File: src/rtl/dcca_pkg.sv
// Shared constants, types and helper functions of the chapter cell accumulator.
package dcca_pkg;

    localparam int SUM_W          = 48;
    localparam int RATE_W         = 40;
    localparam int SECTOR_W       = 32;
    localparam int SECTOR_SHIFT   = 11;
    localparam int CFG_W          = 16;
    localparam int SECS_W         = 20;
    localparam int SECS_US_W      = 40;
    localparam int FRAME_SCALED_W = 23;
    localparam int FRAME_US_W     = 21;
    localparam int BITS_US_W      = 23;
    localparam int NUM_W          = SUM_W + BITS_US_W;
    localparam int QUO_BITS       = 40;
    localparam int DIV_CNT_W      = 6;

    localparam logic [SECS_W-1:0]         US_PER_S        = 20'd1000000;
    localparam logic [SUM_W-1:0]          SUM_MAX         = '1;
    localparam logic [RATE_W-1:0]         RATE_MAX        = '1;
    localparam logic [RATE_W-1:0]         DEFAULT_RATE    = 40'd8388608;
    localparam logic [BITS_US_W-1:0]      BITS_US         = 23'd8000000;
    localparam logic [FRAME_SCALED_W-1:0] NTSC_FRAME_US3  = 23'd100100;
    localparam logic [FRAME_SCALED_W-1:0] PAL_FRAME_US    = 23'd40000;
    localparam logic [23:0]               RECIP3          = 24'd11184811;
    localparam int                        RECIP3_SHIFT    = 25;

    localparam logic [1:0] MODE_NOT_IN_BLOCK = 2'd0;
    localparam logic [1:0] MODE_FIRST_CELL   = 2'd1;
    localparam logic [1:0] TYPE_ANGLE        = 2'd1;
    localparam logic [1:0] RATE_CODE_NTSC    = 2'd1;

    localparam int QUEUE_DEPTH = 2;
    localparam int QPTR_W      = (QUEUE_DEPTH > 1) ? $clog2(QUEUE_DEPTH) : 1;

    // One classified cell, as handed from the front end to the back end.
    typedef struct packed {
        logic                  add_en;
        logic                  angle;
        logic                  chapter_end;
        logic [SECTOR_W-1:0]   sectors;
        logic [SECS_US_W-1:0]  secs_us;
        logic [FRAME_US_W-1:0] frame_us;
    } dcca_cell_t;

    typedef enum logic [2:0] {
        ST_ACC,
        ST_MUL,
        ST_NUM,
        ST_CHK,
        ST_DIV
    } dcca_state_t;

    // Two BCD digits to binary, no digit check.
    function automatic logic [7:0] bcd_to_bin(input logic [7:0] v);
        return 8'(v[7:4]) * 8'd10 + 8'(v[3:0]);
    endfunction

endpackage

File: src/rtl/dcca_channels.sv
// Handshake channel interfaces: cell items in, chapter results out, configuration writes.
interface dcca_in_if;
    logic       valid;
    logic       ready;
    logic [1:0] cell_mode;
    logic [1:0] cell_kind;
    logic [31:0] start_sector;
    logic [31:0] end_sector;
    logic [7:0] bcd_hours;
    logic [7:0] bcd_minutes;
    logic [7:0] bcd_seconds;
    logic [7:0] frame_byte;
    logic       chapter_end;

    modport source (
        output valid, cell_mode, cell_kind, start_sector, end_sector,
               bcd_hours, bcd_minutes, bcd_seconds, frame_byte, chapter_end,
        input  ready
    );
    modport sink (
        input  valid, cell_mode, cell_kind, start_sector, end_sector,
               bcd_hours, bcd_minutes, bcd_seconds, frame_byte, chapter_end,
        output ready
    );
endinterface

interface dcca_out_if;
    logic        valid;
    logic        ready;
    logic [47:0] total_bytes;
    logic [47:0] duration_us;
    logic        angle_seen;
    logic        too_short;
    logic [39:0] bitrate_bps;

    modport source (
        output valid, total_bytes, duration_us, angle_seen, too_short, bitrate_bps,
        input  ready
    );
    modport sink (
        input  valid, total_bytes, duration_us, angle_seen, too_short, bitrate_bps,
        output ready
    );
endinterface

interface dcca_cfg_if;
    logic        valid;
    logic        ready;
    logic [15:0] min_chapter_seconds;

    modport source (
        output valid, min_chapter_seconds,
        input  ready
    );
    modport sink (
        input  valid, min_chapter_seconds,
        output ready
    );
endinterface

File: src/rtl/dvd_chapter_cell_accumulator_top.sv
// Top level of the DVD chapter cell accumulator: front end, cell queue and back end.
//
// Takes one DVD cell-playback record per item on cells and sums, per chapter, the cell
// size ((end_sector - start_sector) * 2048 bytes, 32 bit sector difference) and the
// BCD playback time in microseconds (25 fps frames, or 30000/1001 fps frames for rate
// code 1, frame time floored) of every cell outside an angle block or first in one.
// Any cell of block type 1 marks the chapter as having angles. The cell flagged
// chapter_end is counted, then one result item appears on chapters with both totals
// (saturating at 2^48-1), the angle flag, a too-short flag against min_chapter_seconds
// and floor(bytes * 8000000 / duration) saturating at 2^40-1, or 8388608 for a zero
// duration; the totals then restart from zero. The cfg channel is always ready and
// must be written only while the block is idle. A two-stage front end converts
// an item (input register, then the seconds and frame multipliers) and a two-entry
// queue hands it to the back end; while the back end is in its accumulate state,
// ordinary cells stream at one item per clock. A chapter-ending cell occupies the
// back end for its product step, where a zero duration ends it, then the numerator
// add and the overflow compare, where a saturating quotient ends it, then a 40-step
// restoring divider, one quotient bit per cycle; meanwhile the queue and front end
// keep taking items until they fill. The one result register decouples the chapters
// port: only the next ending cell waits for a pending result to be taken.
module dvd_chapter_cell_accumulator_top (
    input  logic        clk,
    input  logic        rst_n,
    dcca_in_if.sink     cells,
    dcca_cfg_if.sink    cfg,
    dcca_out_if.source  chapters
);

    // Front end to queue
    logic                   push_valid;
    logic                   push_ready;
    dcca_pkg::dcca_cell_t   push_cell;

    // Queue to back end
    logic                   pop_valid;
    logic                   pop_ready;
    dcca_pkg::dcca_cell_t   pop_cell;

    // Classify the item, convert BCD time and sector span
    dcca_front u_front (
        .clk        (clk),
        .rst_n      (rst_n),
        .cells      (cells),
        .push_valid (push_valid),
        .push_ready (push_ready),
        .push_cell  (push_cell)
    );

    // Let front and back stall independently
    dcca_queue u_queue (
        .clk        (clk),
        .rst_n      (rst_n),
        .push_valid (push_valid),
        .push_ready (push_ready),
        .push_cell  (push_cell),
        .pop_valid  (pop_valid),
        .pop_ready  (pop_ready),
        .pop_cell   (pop_cell)
    );

    // Accumulate, divide on chapter end, hold the result until taken
    dcca_back u_back (
        .clk        (clk),
        .rst_n      (rst_n),
        .pop_valid  (pop_valid),
        .pop_ready  (pop_ready),
        .pop_cell   (pop_cell),
        .cfg        (cfg),
        .chapters   (chapters)
    );

endmodule

File: src/rtl/dcca_front.sv
// Front end: accept cell items, classify them and convert sizes and BCD times.
module dcca_front (
    input  logic                    clk,
    input  logic                    rst_n,
    dcca_in_if.sink                 cells,
    output logic                    push_valid,
    input  logic                    push_ready,
    output dcca_pkg::dcca_cell_t    push_cell
);

    // Stage 1: classified item with seconds and scaled frame count
    logic                                   s1_valid_reg;
    logic                                   s1_valid_next;
    logic                                   s1_add_reg;
    logic                                   s1_angle_reg;
    logic                                   s1_end_reg;
    logic                                   s1_ntsc_reg;
    logic [dcca_pkg::SECTOR_W-1:0]          s1_sectors_reg;
    logic [dcca_pkg::SECS_W-1:0]            s1_secs_reg;
    logic [dcca_pkg::FRAME_SCALED_W-1:0]    s1_fscaled_reg;

    // Stage 2: finished cell record
    logic                                   s2_valid_reg;
    logic                                   s2_valid_next;
    dcca_pkg::dcca_cell_t                   s2_cell_reg;

    logic                                   s1_ready;
    logic                                   s2_ready;
    logic                                   take;
    logic                                   move;
    logic [7:0]                             hours;
    logic [7:0]                             minutes;
    logic [7:0]                             seconds;
    logic [7:0]                             frames;
    logic                                   ntsc;
    logic [dcca_pkg::SECS_W-1:0]            secs;
    logic [dcca_pkg::FRAME_SCALED_W-1:0]    fscaled;
    logic [dcca_pkg::SECS_US_W-1:0]         secs_us;
    logic [46:0]                            recip_prod;
    logic [dcca_pkg::FRAME_US_W-1:0]        frame_us;

    assign s2_ready    = !s2_valid_reg || push_ready;
    assign s1_ready    = !s1_valid_reg || s2_ready;
    assign move        = s1_valid_reg && s2_ready;
    assign take        = cells.valid && s1_ready;
    assign cells.ready = s1_ready;

    assign hours   = dcca_pkg::bcd_to_bin(cells.bcd_hours);
    assign minutes = dcca_pkg::bcd_to_bin(cells.bcd_minutes);
    assign seconds = dcca_pkg::bcd_to_bin(cells.bcd_seconds);
    assign frames  = dcca_pkg::bcd_to_bin({2'b00, cells.frame_byte[5:0]});
    assign ntsc    = (cells.frame_byte[7:6] == dcca_pkg::RATE_CODE_NTSC);

    assign secs = dcca_pkg::SECS_W'(hours) * 20'd3600
                + dcca_pkg::SECS_W'(minutes) * 20'd60
                + dcca_pkg::SECS_W'(seconds);

    // NTSC holds f*100100 here and is divided by three in stage 2
    assign fscaled = ntsc
        ? dcca_pkg::FRAME_SCALED_W'(frames) * dcca_pkg::NTSC_FRAME_US3
        : dcca_pkg::FRAME_SCALED_W'(frames) * dcca_pkg::PAL_FRAME_US;

    assign secs_us    = dcca_pkg::SECS_US_W'(s1_secs_reg)
                      * dcca_pkg::SECS_US_W'(dcca_pkg::US_PER_S);
    assign recip_prod = 47'(s1_fscaled_reg) * 47'(dcca_pkg::RECIP3);
    assign frame_us   = s1_ntsc_reg
        ? recip_prod[dcca_pkg::RECIP3_SHIFT +: dcca_pkg::FRAME_US_W]
        : s1_fscaled_reg[dcca_pkg::FRAME_US_W-1:0];

    always_comb
    begin
        s1_valid_next = s1_valid_reg;
        if (take)
        begin
            s1_valid_next = 1'b1;
        end
        else if (move)
        begin
            s1_valid_next = 1'b0;
        end

        s2_valid_next = s2_valid_reg;
        if (move)
        begin
            s2_valid_next = 1'b1;
        end
        else if (push_ready)
        begin
            s2_valid_next = 1'b0;
        end
    end

    always_ff @(posedge clk or negedge rst_n)
    begin
        if (!rst_n)
        begin
            s1_valid_reg <= 1'b0;
            s2_valid_reg <= 1'b0;
        end
        else
        begin
            s1_valid_reg <= s1_valid_next;
            s2_valid_reg <= s2_valid_next;
        end
    end

    always_ff @(posedge clk)
    begin
        if (take)
        begin
            s1_add_reg     <= (cells.cell_mode == dcca_pkg::MODE_NOT_IN_BLOCK)
                           || (cells.cell_mode == dcca_pkg::MODE_FIRST_CELL);
            s1_angle_reg   <= (cells.cell_kind == dcca_pkg::TYPE_ANGLE);
            s1_end_reg     <= cells.chapter_end;
            s1_ntsc_reg    <= ntsc;
            s1_sectors_reg <= cells.end_sector - cells.start_sector;
            s1_secs_reg    <= secs;
            s1_fscaled_reg <= fscaled;
        end
        if (move)
        begin
            s2_cell_reg.add_en      <= s1_add_reg;
            s2_cell_reg.angle       <= s1_angle_reg;
            s2_cell_reg.chapter_end <= s1_end_reg;
            s2_cell_reg.sectors     <= s1_sectors_reg;
            s2_cell_reg.secs_us     <= secs_us;
            s2_cell_reg.frame_us    <= frame_us;
        end
    end

    assign push_valid = s2_valid_reg;
    assign push_cell  = s2_cell_reg;

endmodule

File: src/rtl/dcca_queue.sv
// Short cell queue between the front end and the back end.
module dcca_queue (
    input  logic                    clk,
    input  logic                    rst_n,
    input  logic                    push_valid,
    output logic                    push_ready,
    input  dcca_pkg::dcca_cell_t    push_cell,
    output logic                    pop_valid,
    input  logic                    pop_ready,
    output dcca_pkg::dcca_cell_t    pop_cell
);

    dcca_pkg::dcca_cell_t               entry_reg [dcca_pkg::QUEUE_DEPTH];
    logic [dcca_pkg::QPTR_W-1:0]        wr_ptr_reg;
    logic [dcca_pkg::QPTR_W-1:0]        wr_ptr_next;
    logic [dcca_pkg::QPTR_W-1:0]        rd_ptr_reg;
    logic [dcca_pkg::QPTR_W-1:0]        rd_ptr_next;
    logic [dcca_pkg::QPTR_W:0]          count_reg;
    logic [dcca_pkg::QPTR_W:0]          count_next;
    logic                               push;
    logic                               pop;

    assign push_ready = (count_reg != (dcca_pkg::QPTR_W+1)'(dcca_pkg::QUEUE_DEPTH));
    assign pop_valid  = (count_reg != '0);
    assign push       = push_valid && push_ready;
    assign pop        = pop_valid && pop_ready;
    assign pop_cell   = entry_reg[rd_ptr_reg];

    always_comb
    begin
        wr_ptr_next = wr_ptr_reg;
        rd_ptr_next = rd_ptr_reg;
        count_next  = count_reg;
        if (push)
        begin
            wr_ptr_next = (wr_ptr_reg == dcca_pkg::QPTR_W'(dcca_pkg::QUEUE_DEPTH-1))
                        ? '0 : wr_ptr_reg + 1'b1;
        end
        if (pop)
        begin
            rd_ptr_next = (rd_ptr_reg == dcca_pkg::QPTR_W'(dcca_pkg::QUEUE_DEPTH-1))
                        ? '0 : rd_ptr_reg + 1'b1;
        end
        if (push && !pop)
        begin
            count_next = count_reg + 1'b1;
        end
        else if (pop && !push)
        begin
            count_next = count_reg - 1'b1;
        end
    end

    always_ff @(posedge clk or negedge rst_n)
    begin
        if (!rst_n)
        begin
            wr_ptr_reg <= '0;
            rd_ptr_reg <= '0;
            count_reg  <= '0;
        end
        else
        begin
            wr_ptr_reg <= wr_ptr_next;
            rd_ptr_reg <= rd_ptr_next;
            count_reg  <= count_next;
        end
    end

    always_ff @(posedge clk)
    begin
        if (push)
        begin
            entry_reg[wr_ptr_reg] <= push_cell;
        end
    end

endmodule

File: src/rtl/dcca_back.sv
// Back end: accumulate chapter totals, run the bitrate divider, hold the result.
module dcca_back (
    input  logic                    clk,
    input  logic                    rst_n,
    input  logic                    pop_valid,
    output logic                    pop_ready,
    input  dcca_pkg::dcca_cell_t    pop_cell,
    dcca_cfg_if.sink                cfg,
    dcca_out_if.source              chapters
);

    dcca_pkg::dcca_state_t              state_reg;
    dcca_pkg::dcca_state_t              state_next;

    logic [dcca_pkg::SUM_W-1:0]         byte_sum_reg;
    logic [dcca_pkg::SUM_W-1:0]         byte_sum_next;
    logic [dcca_pkg::SUM_W-1:0]         time_sum_reg;
    logic [dcca_pkg::SUM_W-1:0]         time_sum_next;
    logic                               angle_reg;
    logic                               angle_next;
    logic [dcca_pkg::CFG_W-1:0]         min_secs_reg;

    // Finished chapter totals; these also drive the result port
    logic [dcca_pkg::SUM_W-1:0]         bytes_reg;
    logic [dcca_pkg::SUM_W-1:0]         bytes_next;
    logic [dcca_pkg::SUM_W-1:0]         dur_reg;
    logic [dcca_pkg::SUM_W-1:0]         dur_next;
    logic                               angle_res_reg;
    logic                               angle_res_next;
    logic                               short_reg;
    logic                               short_next;
    logic [dcca_pkg::RATE_W-1:0]        rate_reg;
    logic [dcca_pkg::RATE_W-1:0]        rate_next;
    logic                               out_valid_reg;
    logic                               out_valid_next;

    // Divider datapath
    logic [54:0]                        pl_reg;
    logic [54:0]                        pl_next;
    logic [38:0]                        ph_reg;
    logic [38:0]                        ph_next;
    logic [dcca_pkg::NUM_W-1:0]         num_reg;
    logic [dcca_pkg::NUM_W-1:0]         num_next;
    logic [dcca_pkg::SUM_W-1:0]         rem_reg;
    logic [dcca_pkg::SUM_W-1:0]         rem_next;
    logic [dcca_pkg::QUO_BITS-1:0]      low_reg;
    logic [dcca_pkg::QUO_BITS-1:0]      low_next;
    logic [dcca_pkg::QUO_BITS-1:0]      quo_reg;
    logic [dcca_pkg::QUO_BITS-1:0]      quo_next;
    logic [dcca_pkg::DIV_CNT_W-1:0]     cnt_reg;
    logic [dcca_pkg::DIV_CNT_W-1:0]     cnt_next;

    logic                               pop;
    logic [dcca_pkg::SUM_W:0]           bsum_wide;
    logic [dcca_pkg::SUM_W+1:0]         tsum_wide;
    logic [dcca_pkg::SUM_W-1:0]         bsum_new;
    logic [dcca_pkg::SUM_W-1:0]         tsum_new;
    logic                               angle_new;
    logic [35:0]                        min_us;
    logic                               short_comb;
    logic [dcca_pkg::SUM_W-1:0]         num_top;
    logic [dcca_pkg::SUM_W:0]           trial;
    logic                               qbit;

    assign cfg.ready = 1'b1;

    always_ff @(posedge clk or negedge rst_n)
    begin
        if (!rst_n)
        begin
            min_secs_reg <= '0;
        end
        else if (cfg.valid)
        begin
            min_secs_reg <= cfg.min_chapter_seconds;
        end
    end

    // Hold an ending cell back while the previous result still waits
    assign pop = (state_reg == dcca_pkg::ST_ACC) && pop_valid
              && (!pop_cell.chapter_end || !out_valid_reg);
    assign pop_ready = pop;

    assign bsum_wide = {1'b0, byte_sum_reg}
                     + (dcca_pkg::SUM_W+1)'({pop_cell.sectors, {dcca_pkg::SECTOR_SHIFT{1'b0}}});
    assign tsum_wide = (dcca_pkg::SUM_W+2)'(time_sum_reg)
                     + (dcca_pkg::SUM_W+2)'(pop_cell.secs_us)
                     + (dcca_pkg::SUM_W+2)'(pop_cell.frame_us);

    always_comb
    begin
        bsum_new = byte_sum_reg;
        tsum_new = time_sum_reg;
        if (pop_cell.add_en)
        begin
            bsum_new = bsum_wide[dcca_pkg::SUM_W] ? dcca_pkg::SUM_MAX
                                                  : bsum_wide[dcca_pkg::SUM_W-1:0];
            tsum_new = (|tsum_wide[dcca_pkg::SUM_W+1:dcca_pkg::SUM_W]) ? dcca_pkg::SUM_MAX
                                                  : tsum_wide[dcca_pkg::SUM_W-1:0];
        end
    end

    assign angle_new  = angle_reg || pop_cell.angle;
    assign min_us     = 36'(min_secs_reg) * 36'(dcca_pkg::US_PER_S);
    assign short_comb = (dur_reg < dcca_pkg::SUM_W'(min_us));
    assign num_top    = dcca_pkg::SUM_W'(num_reg[dcca_pkg::NUM_W-1:dcca_pkg::QUO_BITS]);
    assign trial      = {rem_reg, low_reg[dcca_pkg::QUO_BITS-1]};
    assign qbit       = (trial >= {1'b0, dur_reg});

    always_comb
    begin
        state_next     = state_reg;
        byte_sum_next  = byte_sum_reg;
        time_sum_next  = time_sum_reg;
        angle_next     = angle_reg;
        bytes_next     = bytes_reg;
        dur_next       = dur_reg;
        angle_res_next = angle_res_reg;
        short_next     = short_reg;
        rate_next      = rate_reg;
        out_valid_next = out_valid_reg && !chapters.ready;
        pl_next        = pl_reg;
        ph_next        = ph_reg;
        num_next       = num_reg;
        rem_next       = rem_reg;
        low_next       = low_reg;
        quo_next       = quo_reg;
        cnt_next       = cnt_reg;

        case (state_reg)
            dcca_pkg::ST_ACC:
            begin
                if (pop)
                begin
                    if (pop_cell.chapter_end)
                    begin
                        bytes_next     = bsum_new;
                        dur_next       = tsum_new;
                        angle_res_next = angle_new;
                        byte_sum_next  = '0;
                        time_sum_next  = '0;
                        angle_next     = 1'b0;
                        state_next     = dcca_pkg::ST_MUL;
                    end
                    else
                    begin
                        byte_sum_next = bsum_new;
                        time_sum_next = tsum_new;
                        angle_next    = angle_new;
                    end
                end
            end
            dcca_pkg::ST_MUL:
            begin
                pl_next    = 55'(bytes_reg[31:0]) * 55'(dcca_pkg::BITS_US);
                ph_next    = 39'(bytes_reg[dcca_pkg::SUM_W-1:32]) * 39'(dcca_pkg::BITS_US);
                short_next = short_comb;
                if (dur_reg == '0)
                begin
                    rate_next      = dcca_pkg::DEFAULT_RATE;
                    out_valid_next = 1'b1;
                    state_next     = dcca_pkg::ST_ACC;
                end
                else
                begin
                    state_next = dcca_pkg::ST_NUM;
                end
            end
            dcca_pkg::ST_NUM:
            begin
                num_next   = {ph_reg, 32'd0} + dcca_pkg::NUM_W'(pl_reg);
                state_next = dcca_pkg::ST_CHK;
            end
            dcca_pkg::ST_CHK:
            begin
                // Quotient of 2^40 or more saturates
                if (num_top >= dur_reg)
                begin
                    rate_next      = dcca_pkg::RATE_MAX;
                    out_valid_next = 1'b1;
                    state_next     = dcca_pkg::ST_ACC;
                end
                else
                begin
                    rem_next   = num_top;
                    low_next   = num_reg[dcca_pkg::QUO_BITS-1:0];
                    quo_next   = '0;
                    cnt_next   = '0;
                    state_next = dcca_pkg::ST_DIV;
                end
            end
            dcca_pkg::ST_DIV:
            begin
                rem_next = qbit ? dcca_pkg::SUM_W'(trial - {1'b0, dur_reg})
                                : trial[dcca_pkg::SUM_W-1:0];
                low_next = {low_reg[dcca_pkg::QUO_BITS-2:0], 1'b0};
                quo_next = {quo_reg[dcca_pkg::QUO_BITS-2:0], qbit};
                cnt_next = cnt_reg + 1'b1;
                if (cnt_reg == dcca_pkg::DIV_CNT_W'(dcca_pkg::QUO_BITS-1))
                begin
                    rate_next      = {quo_reg[dcca_pkg::QUO_BITS-2:0], qbit};
                    out_valid_next = 1'b1;
                    state_next     = dcca_pkg::ST_ACC;
                end
            end
            default:
            begin
                state_next = dcca_pkg::ST_ACC;
            end
        endcase
    end

    always_ff @(posedge clk or negedge rst_n)
    begin
        if (!rst_n)
        begin
            state_reg     <= dcca_pkg::ST_ACC;
            byte_sum_reg  <= '0;
            time_sum_reg  <= '0;
            angle_reg     <= 1'b0;
            out_valid_reg <= 1'b0;
            cnt_reg       <= '0;
        end
        else
        begin
            state_reg     <= state_next;
            byte_sum_reg  <= byte_sum_next;
            time_sum_reg  <= time_sum_next;
            angle_reg     <= angle_next;
            out_valid_reg <= out_valid_next;
            cnt_reg       <= cnt_next;
        end
    end

    always_ff @(posedge clk)
    begin
        bytes_reg     <= bytes_next;
        dur_reg       <= dur_next;
        angle_res_reg <= angle_res_next;
        short_reg     <= short_next;
        rate_reg      <= rate_next;
        pl_reg        <= pl_next;
        ph_reg        <= ph_next;
        num_reg       <= num_next;
        rem_reg       <= rem_next;
        low_reg       <= low_next;
        quo_reg       <= quo_next;
    end

    assign chapters.valid       = out_valid_reg;
    assign chapters.total_bytes = bytes_reg;
    assign chapters.duration_us = dur_reg;
    assign chapters.angle_seen  = angle_res_reg;
    assign chapters.too_short   = short_reg;
    assign chapters.bitrate_bps = rate_reg;

    // An ending cell never overwrites a result that is still waiting
    a_end_waits_for_output: assert property (@(posedge clk) disable iff (!rst_n)
        pop && pop_cell.chapter_end |-> !out_valid_reg)
        else $error("ending cell taken while a result is pending");

    // Totals start from zero after a chapter closes
    a_sums_clear: assert property (@(posedge clk) disable iff (!rst_n)
        pop && pop_cell.chapter_end |=> byte_sum_reg == '0 && time_sum_reg == '0 && !angle_reg)
        else $error("accumulators not cleared after chapter end");

    // A result appears only from the bitrate sequence states, never straight from accumulation
    a_result_source: assert property (@(posedge clk) disable iff (!rst_n)
        $rose(out_valid_reg) |-> $past(state_reg) != dcca_pkg::ST_ACC)
        else $error("result raised outside the bitrate sequence");

    // Partial remainder stays below the divisor
    a_rem_bound: assert property (@(posedge clk) disable iff (!rst_n)
        state_reg == dcca_pkg::ST_DIV |-> rem_reg < dur_reg)
        else $error("divider remainder out of range");

endmodule
File: src/flat_wrapper.sv
// flat-port wrapper written by rule: the top's interface ports become plain ports
module dvd_chapter_cell_accumulator_top_flat 
  (clk, rst_n, cells_valid, cells_cell_mode, cells_cell_kind, cells_start_sector, cells_end_sector, cells_bcd_hours, cells_bcd_minutes, cells_bcd_seconds, cells_frame_byte, cells_chapter_end, cells_ready, cfg_valid, cfg_min_chapter_seconds, cfg_ready, chapters_valid, chapters_total_bytes, chapters_duration_us, chapters_angle_seen, chapters_too_short, chapters_bitrate_bps, chapters_ready);
  dcca_in_if cells_i ();
  dcca_cfg_if cfg_i ();
  dcca_out_if chapters_i ();
  input  logic clk;
  input  logic rst_n;
  input wire logic [$bits(cells_i.valid)-1:0] cells_valid;
  input wire logic [$bits(cells_i.cell_mode)-1:0] cells_cell_mode;
  input wire logic [$bits(cells_i.cell_kind)-1:0] cells_cell_kind;
  input wire logic [$bits(cells_i.start_sector)-1:0] cells_start_sector;
  input wire logic [$bits(cells_i.end_sector)-1:0] cells_end_sector;
  input wire logic [$bits(cells_i.bcd_hours)-1:0] cells_bcd_hours;
  input wire logic [$bits(cells_i.bcd_minutes)-1:0] cells_bcd_minutes;
  input wire logic [$bits(cells_i.bcd_seconds)-1:0] cells_bcd_seconds;
  input wire logic [$bits(cells_i.frame_byte)-1:0] cells_frame_byte;
  input wire logic [$bits(cells_i.chapter_end)-1:0] cells_chapter_end;
  output wire logic [$bits(cells_i.ready)-1:0] cells_ready;
  input wire logic [$bits(cfg_i.valid)-1:0] cfg_valid;
  input wire logic [$bits(cfg_i.min_chapter_seconds)-1:0] cfg_min_chapter_seconds;
  output wire logic [$bits(cfg_i.ready)-1:0] cfg_ready;
  output wire logic [$bits(chapters_i.valid)-1:0] chapters_valid;
  output wire logic [$bits(chapters_i.total_bytes)-1:0] chapters_total_bytes;
  output wire logic [$bits(chapters_i.duration_us)-1:0] chapters_duration_us;
  output wire logic [$bits(chapters_i.angle_seen)-1:0] chapters_angle_seen;
  output wire logic [$bits(chapters_i.too_short)-1:0] chapters_too_short;
  output wire logic [$bits(chapters_i.bitrate_bps)-1:0] chapters_bitrate_bps;
  input wire logic [$bits(chapters_i.ready)-1:0] chapters_ready;
  assign cells_i.valid = cells_valid;
  assign cells_i.cell_mode = cells_cell_mode;
  assign cells_i.cell_kind = cells_cell_kind;
  assign cells_i.start_sector = cells_start_sector;
  assign cells_i.end_sector = cells_end_sector;
  assign cells_i.bcd_hours = cells_bcd_hours;
  assign cells_i.bcd_minutes = cells_bcd_minutes;
  assign cells_i.bcd_seconds = cells_bcd_seconds;
  assign cells_i.frame_byte = cells_frame_byte;
  assign cells_i.chapter_end = cells_chapter_end;
  assign cells_ready = cells_i.ready;
  assign cfg_i.valid = cfg_valid;
  assign cfg_i.min_chapter_seconds = cfg_min_chapter_seconds;
  assign cfg_ready = cfg_i.ready;
  assign chapters_valid = chapters_i.valid;
  assign chapters_total_bytes = chapters_i.total_bytes;
  assign chapters_duration_us = chapters_i.duration_us;
  assign chapters_angle_seen = chapters_i.angle_seen;
  assign chapters_too_short = chapters_i.too_short;
  assign chapters_bitrate_bps = chapters_i.bitrate_bps;
  assign chapters_i.ready = chapters_ready;
  dvd_chapter_cell_accumulator_top u_core (.clk(clk), .rst_n(rst_n), .cells(cells_i), .cfg(cfg_i), .chapters(chapters_i));
endmodule
File: config.mk
export PLATFORM = sky130hd
export DESIGN_NAME = dvd_chapter_cell_accumulator_top_flat
export DESIGN_NICKNAME = d
export VERILOG_FILES = /design/src/rtl/dcca_pkg.sv /design/src/rtl/dcca_channels.sv /design/src/rtl/dvd_chapter_cell_accumulator_top.sv /design/src/rtl/dcca_front.sv /design/src/rtl/dcca_queue.sv /design/src/rtl/dcca_back.sv /design/src/flat_wrapper.sv
export SDC_FILE = /design/constraint.sdc
export NUM_CORES = 2
export LEC_CHECK = 0
export BUFFER_PORTS_ARGS = -buffer_cell sky130_fd_sc_hd__buf_2
export CAP_MARGIN = 20
export CORE_ASPECT_RATIO = 0.8
export CORE_MARGIN = 3
export CORE_UTILIZATION = 26
export DETAILED_ROUTE_END_ITERATION = 16
export MAX_ROUTING_LAYER = met4
export PLACE_DENSITY = 0.46
export RECOVER_POWER = 50
export SYNTH_ARGS = -nofsm -noshare
export SYNTH_HDL_FRONTEND = slang
export SYNTH_SLANG_ARGS = --single-unit
File: constraint.sdc
create_clock -name clk -period 6.5 [get_ports clk]
set_input_delay 0 -clock clk [delete_from_list [all_inputs] [get_ports clk]]
set_output_delay 0 -clock clk [all_outputs]
set_load 0.005 [all_outputs]
==> results_dict.tcl <==
set metrics [dict create \
    status "complete, but fails checks" \
    violations "max-capacitance violations, max-slew violations, negative setup slack" \
    h-tree-depth 3 \
    syn-cell-area_um2 72100 \
    timing.rr.start "u_core.u_front.s1_fscaled_reg[8]" \
    ff2ff_path_depth 21 \
    worstHoldPathType "in2reg" \
    numCtsBuffers 106 \
    required_ns 6.96 \
    largest_reg_flops 180 \
    finalCriticalPeriod_ns 6.74 \
    placementRows 172 \
    yosysTopAreaCellShare_pct 30.9 \
    skew_ns 0.0545 \
    core_um2 275000 \
    drv_slew 558 \
    final_hold_viol_count 0 \
    vias_per_cell 4.48 \
    synth_warnings 0 \
    grt_max_degree 115 \
    cpPeakStageDelay_ns 0.60 \
    placedCellCount 10400 \
    finalSetupViolCount 10 \
    ys.flop_type "edfxtp_1" \
    drv_cap 13 \
    cts.clk_slew.worst_paths_ns 0.05 \
    dp_slack_ns -0.554 \
    crit_start "u_core.u_front.s1_fscaled_reg[8]" \
    critical_path.top_delay_family "adder cells" \
    critPathCapture "u_core.u_front.push_cell[19]" \
    drc 0 \
    drt_iter0_drc 2556 \
    die_x_um 595 \
    synthToLayoutAreaGrowth_pct 17.6 \
    dpl-instance-area_um2 79100 \
    path_max_fanout 4 \
    synth_edf_count 741 \
    synthArstFlopShare_pct 14.8 \
    grt_pass1_vias 49800 \
    fill_cells 28100 \
    cp-end-kind "flop" \
    worst_pin_slew_ns 3.97 \
    max_slew_margin_pct -164 \
    dp_hpwl_mm 148 \
    cts_sinks 870 \
    ys_seq_area_share_pct 35.4 \
    worstPathArrival_ns 7.20 \
    critPathLaunchType "flop" \
    grt_pass1_wl_mm 294 \
    timing.rr.end "u_core.u_front.push_cell[19]" \
    yosys.area.top_type "edfxtp_1" \
    cp_num_buf_inv 4 \
    grtUsageTotal_pct 13.4 \
    clockBufferDepth 3 \
    antenna_found_initial 10 \
    rsz0062_at_grt "yes" \
    yosysUniqueCellTypes 94 \
    grt-ovfl-total 0 \
    netlist_instances 6456 \
    drive_gt1_share_pct 10.8 \
    tritoncts "done" \
    cp.depth 21 \
    syn_avg_cell_area_um2 11.2 \
    crit_top_cell "fa_2" \
    synth_fp_nets 8153 \
    final_cell_area_um2 84700 \
    final_cells 10800 \
    vias 48500 \
    r2r_setup_slack_ns -0.24 \
    portBuffers 260 \
    timing.final.ws_setup_ns -0.236 \
    root_buffer "clkbuf_16" \
    start_util_pct 26.2 \
    die_area_um2 284000 \
    wl_per_cell_um 17.1 \
    ant_nets 0 \
    setup.worst_path.class "reg2reg" \
    place_congestion 0.882 \
    dieHeight_um 477 \
    drt-total-wl_mm 186 \
    critical_path.cell_chain "ha_4, fa_2, inv_2, fa_2, inv_2, fa_1, inv_1, fa_2, inv_1, fa_2, fa_1, ha_1, and3_4, nand3_2, or4_4, o21ai_4, a41oi_4, nor4_4, o31ai_2, and4b_1, or3_1" \
    final_nets 8781 \
    synth_area_leaders "edfxtp_1 (31%), ha_1 (19%), fa_1 (14%), dfrtp_1 (4.5%), inv_1 (4.5%)" \
    drt_first_pass_iters 5 \
    final_core_util_pct 30.8 \
    boundaryPins 263 \
    cp_slowest_cell "fa_2" \
    fin_crit_sh_pct 104 \
    max_clock_freq_ghz 0.148 \
    ys_ff_latch 870 \
    clkLatencyLatePin_ns 0.76 \
]
==> tightest hold or removal path: stages <==
cell and delay [ns]:
buf_2 0.09, inv_1 0.05, ha_1 0.20, xnor2_1 0.19
==> cell usage after synthesis (57+ instances only) <==
library cell and count:
a21oi_1 344, nand3_1 91, ha_1 1066, mux2_2 101
fa_1 509, o21ai_0 230, edfxtp_1 741, o21a_1 59
dfrtp_1 129, clkbuf_1 113, xnor2_1 251, nor2_1 295
o21bai_1 58, nand2_1 436, a21o_1 217, nor3_1 57
a22o_1 59, inv_1 855, nand2b_1 59, a31oi_1 60
xor2_1 127
==> layer usage <==
metal  vias up  track usage [%]  routed length, um
li1      24000                -                  -
met1     23700             19.8              97000
met2       699             19.6              78800
met3       179             1.65               6130
met4         0             2.64               3680
met5         -                -                  0
==> final cells by class <==
type                    count  area (um2)  share of cell area [%]
multi-input cells        4593       43300                    51.1
flip-flops and latches    870       25500                    30.1
well taps                3654        4570                    5.40
repair buffers            657        4490                    5.30
inverters                 856        3220                    3.79
clock buffers             130        2830                    3.33
clock inverters            70         876                    1.03
diodes                      4        10.0                  0.0118
==> cell families (layout without fill, tap and decap cells) <==
| logic type | Yosys count | count (layout) | share of synthesized area (%) |
|---|---|---|---|
| adder cells (fa/ha/maj) | 1575 | 1575 | 32.6 |
| AO/OA/AOI/OAI | 1297 | 1297 | 12.2 |
| AND/OR/NAND/NOR | 1195 | 1195 | 7.72 |
| buffers and inverters | 993 | 1713 | 5.23 |
| flip-flops | 870 | 870 | 35.4 |
| XOR/XNOR | 378 | 378 | 4.59 |
| multiplexers | 147 | 147 | 2.22 |
| other | 1 | 5 | 0.00520 |
==> through the flow <==
step | TNS [ns] | hold WS (ns)
finish | -1.72 | 0.0127
global route | -16.68 | 0.0356
global placement | -2.30 | 0.00925
detailed placement | -3.32 | 0.0124
CTS | -2.15 | 0.00169
floorplan | -0.00901 | -0.296
==> timing repair <==
item / CTS / global route
pin swaps: 27 / 54
buffers inserted: 20 / 14
hold buffers: 158 / 0
endpoints found under the setup margin: 11 / 28
hold endpoints to repair: 180 / 0
gates resized for setup: 27 / 65
==> worst min path at each step <==
stage	from	endpoint	slack (ns)	depth (start not counted)
4_1_cts	cells_valid	u_core.u_front.s1_valid_reg	0.002	3
3_3_place_gp	rst_n	u_core.u_back.byte_sum_reg[3]	0.009	1
6_report	cells_start_sector[24]	u_core.u_front.s1_sectors_reg[24]	0.01	4
2_1_floorplan	rst_n	u_core.u_back.angle_reg	-0.30	0
5_1_grt	cells_valid	u_core.u_front.s1_valid_reg	0.04	3
3_5_place_dp	rst_n	u_core.u_back.byte_sum_reg[3]	0.01	1
==> layout by cell type, fill, tap and decap left out, drive strengths merged, types with 11 or more instances in the layout <==
master       synthesis  routed
ha                1066    1066
inv                855     863
edfxtp             741     741
fa                 509     509
nand2              436     436
buf                 23     359
a21oi              348     348
nor2               296     296
clkbuf             114     271
xnor2              251     251
o21ai              240     240
a21o               217     217
dlygate4sd3          0     157
dfrtp              129     129
xor2               127     127
mux2               103     103
nand3               91      91
a31oi               83      83
o21a                59      59
a22o                59      59
nand2b              59      59
o21bai              58      58
nor3                57      57
and3                51      51
nor2b               44      44
mux2i               44      44
nand4               43      43
clkinv               1      39
a211oi              35      35
and2                31      31
o211ai              22      22
or3                 22      22
o31ai               21      21
nor4                16      16
a21boi              16      16
bufinv               0      13
or2                 12      12
a221oi              11      11
clkinvlp             0      11
Power is left out: the tool's default activity adds up to more than one toggle a clock period on the data nets, which glitch-free logic cannot reach.
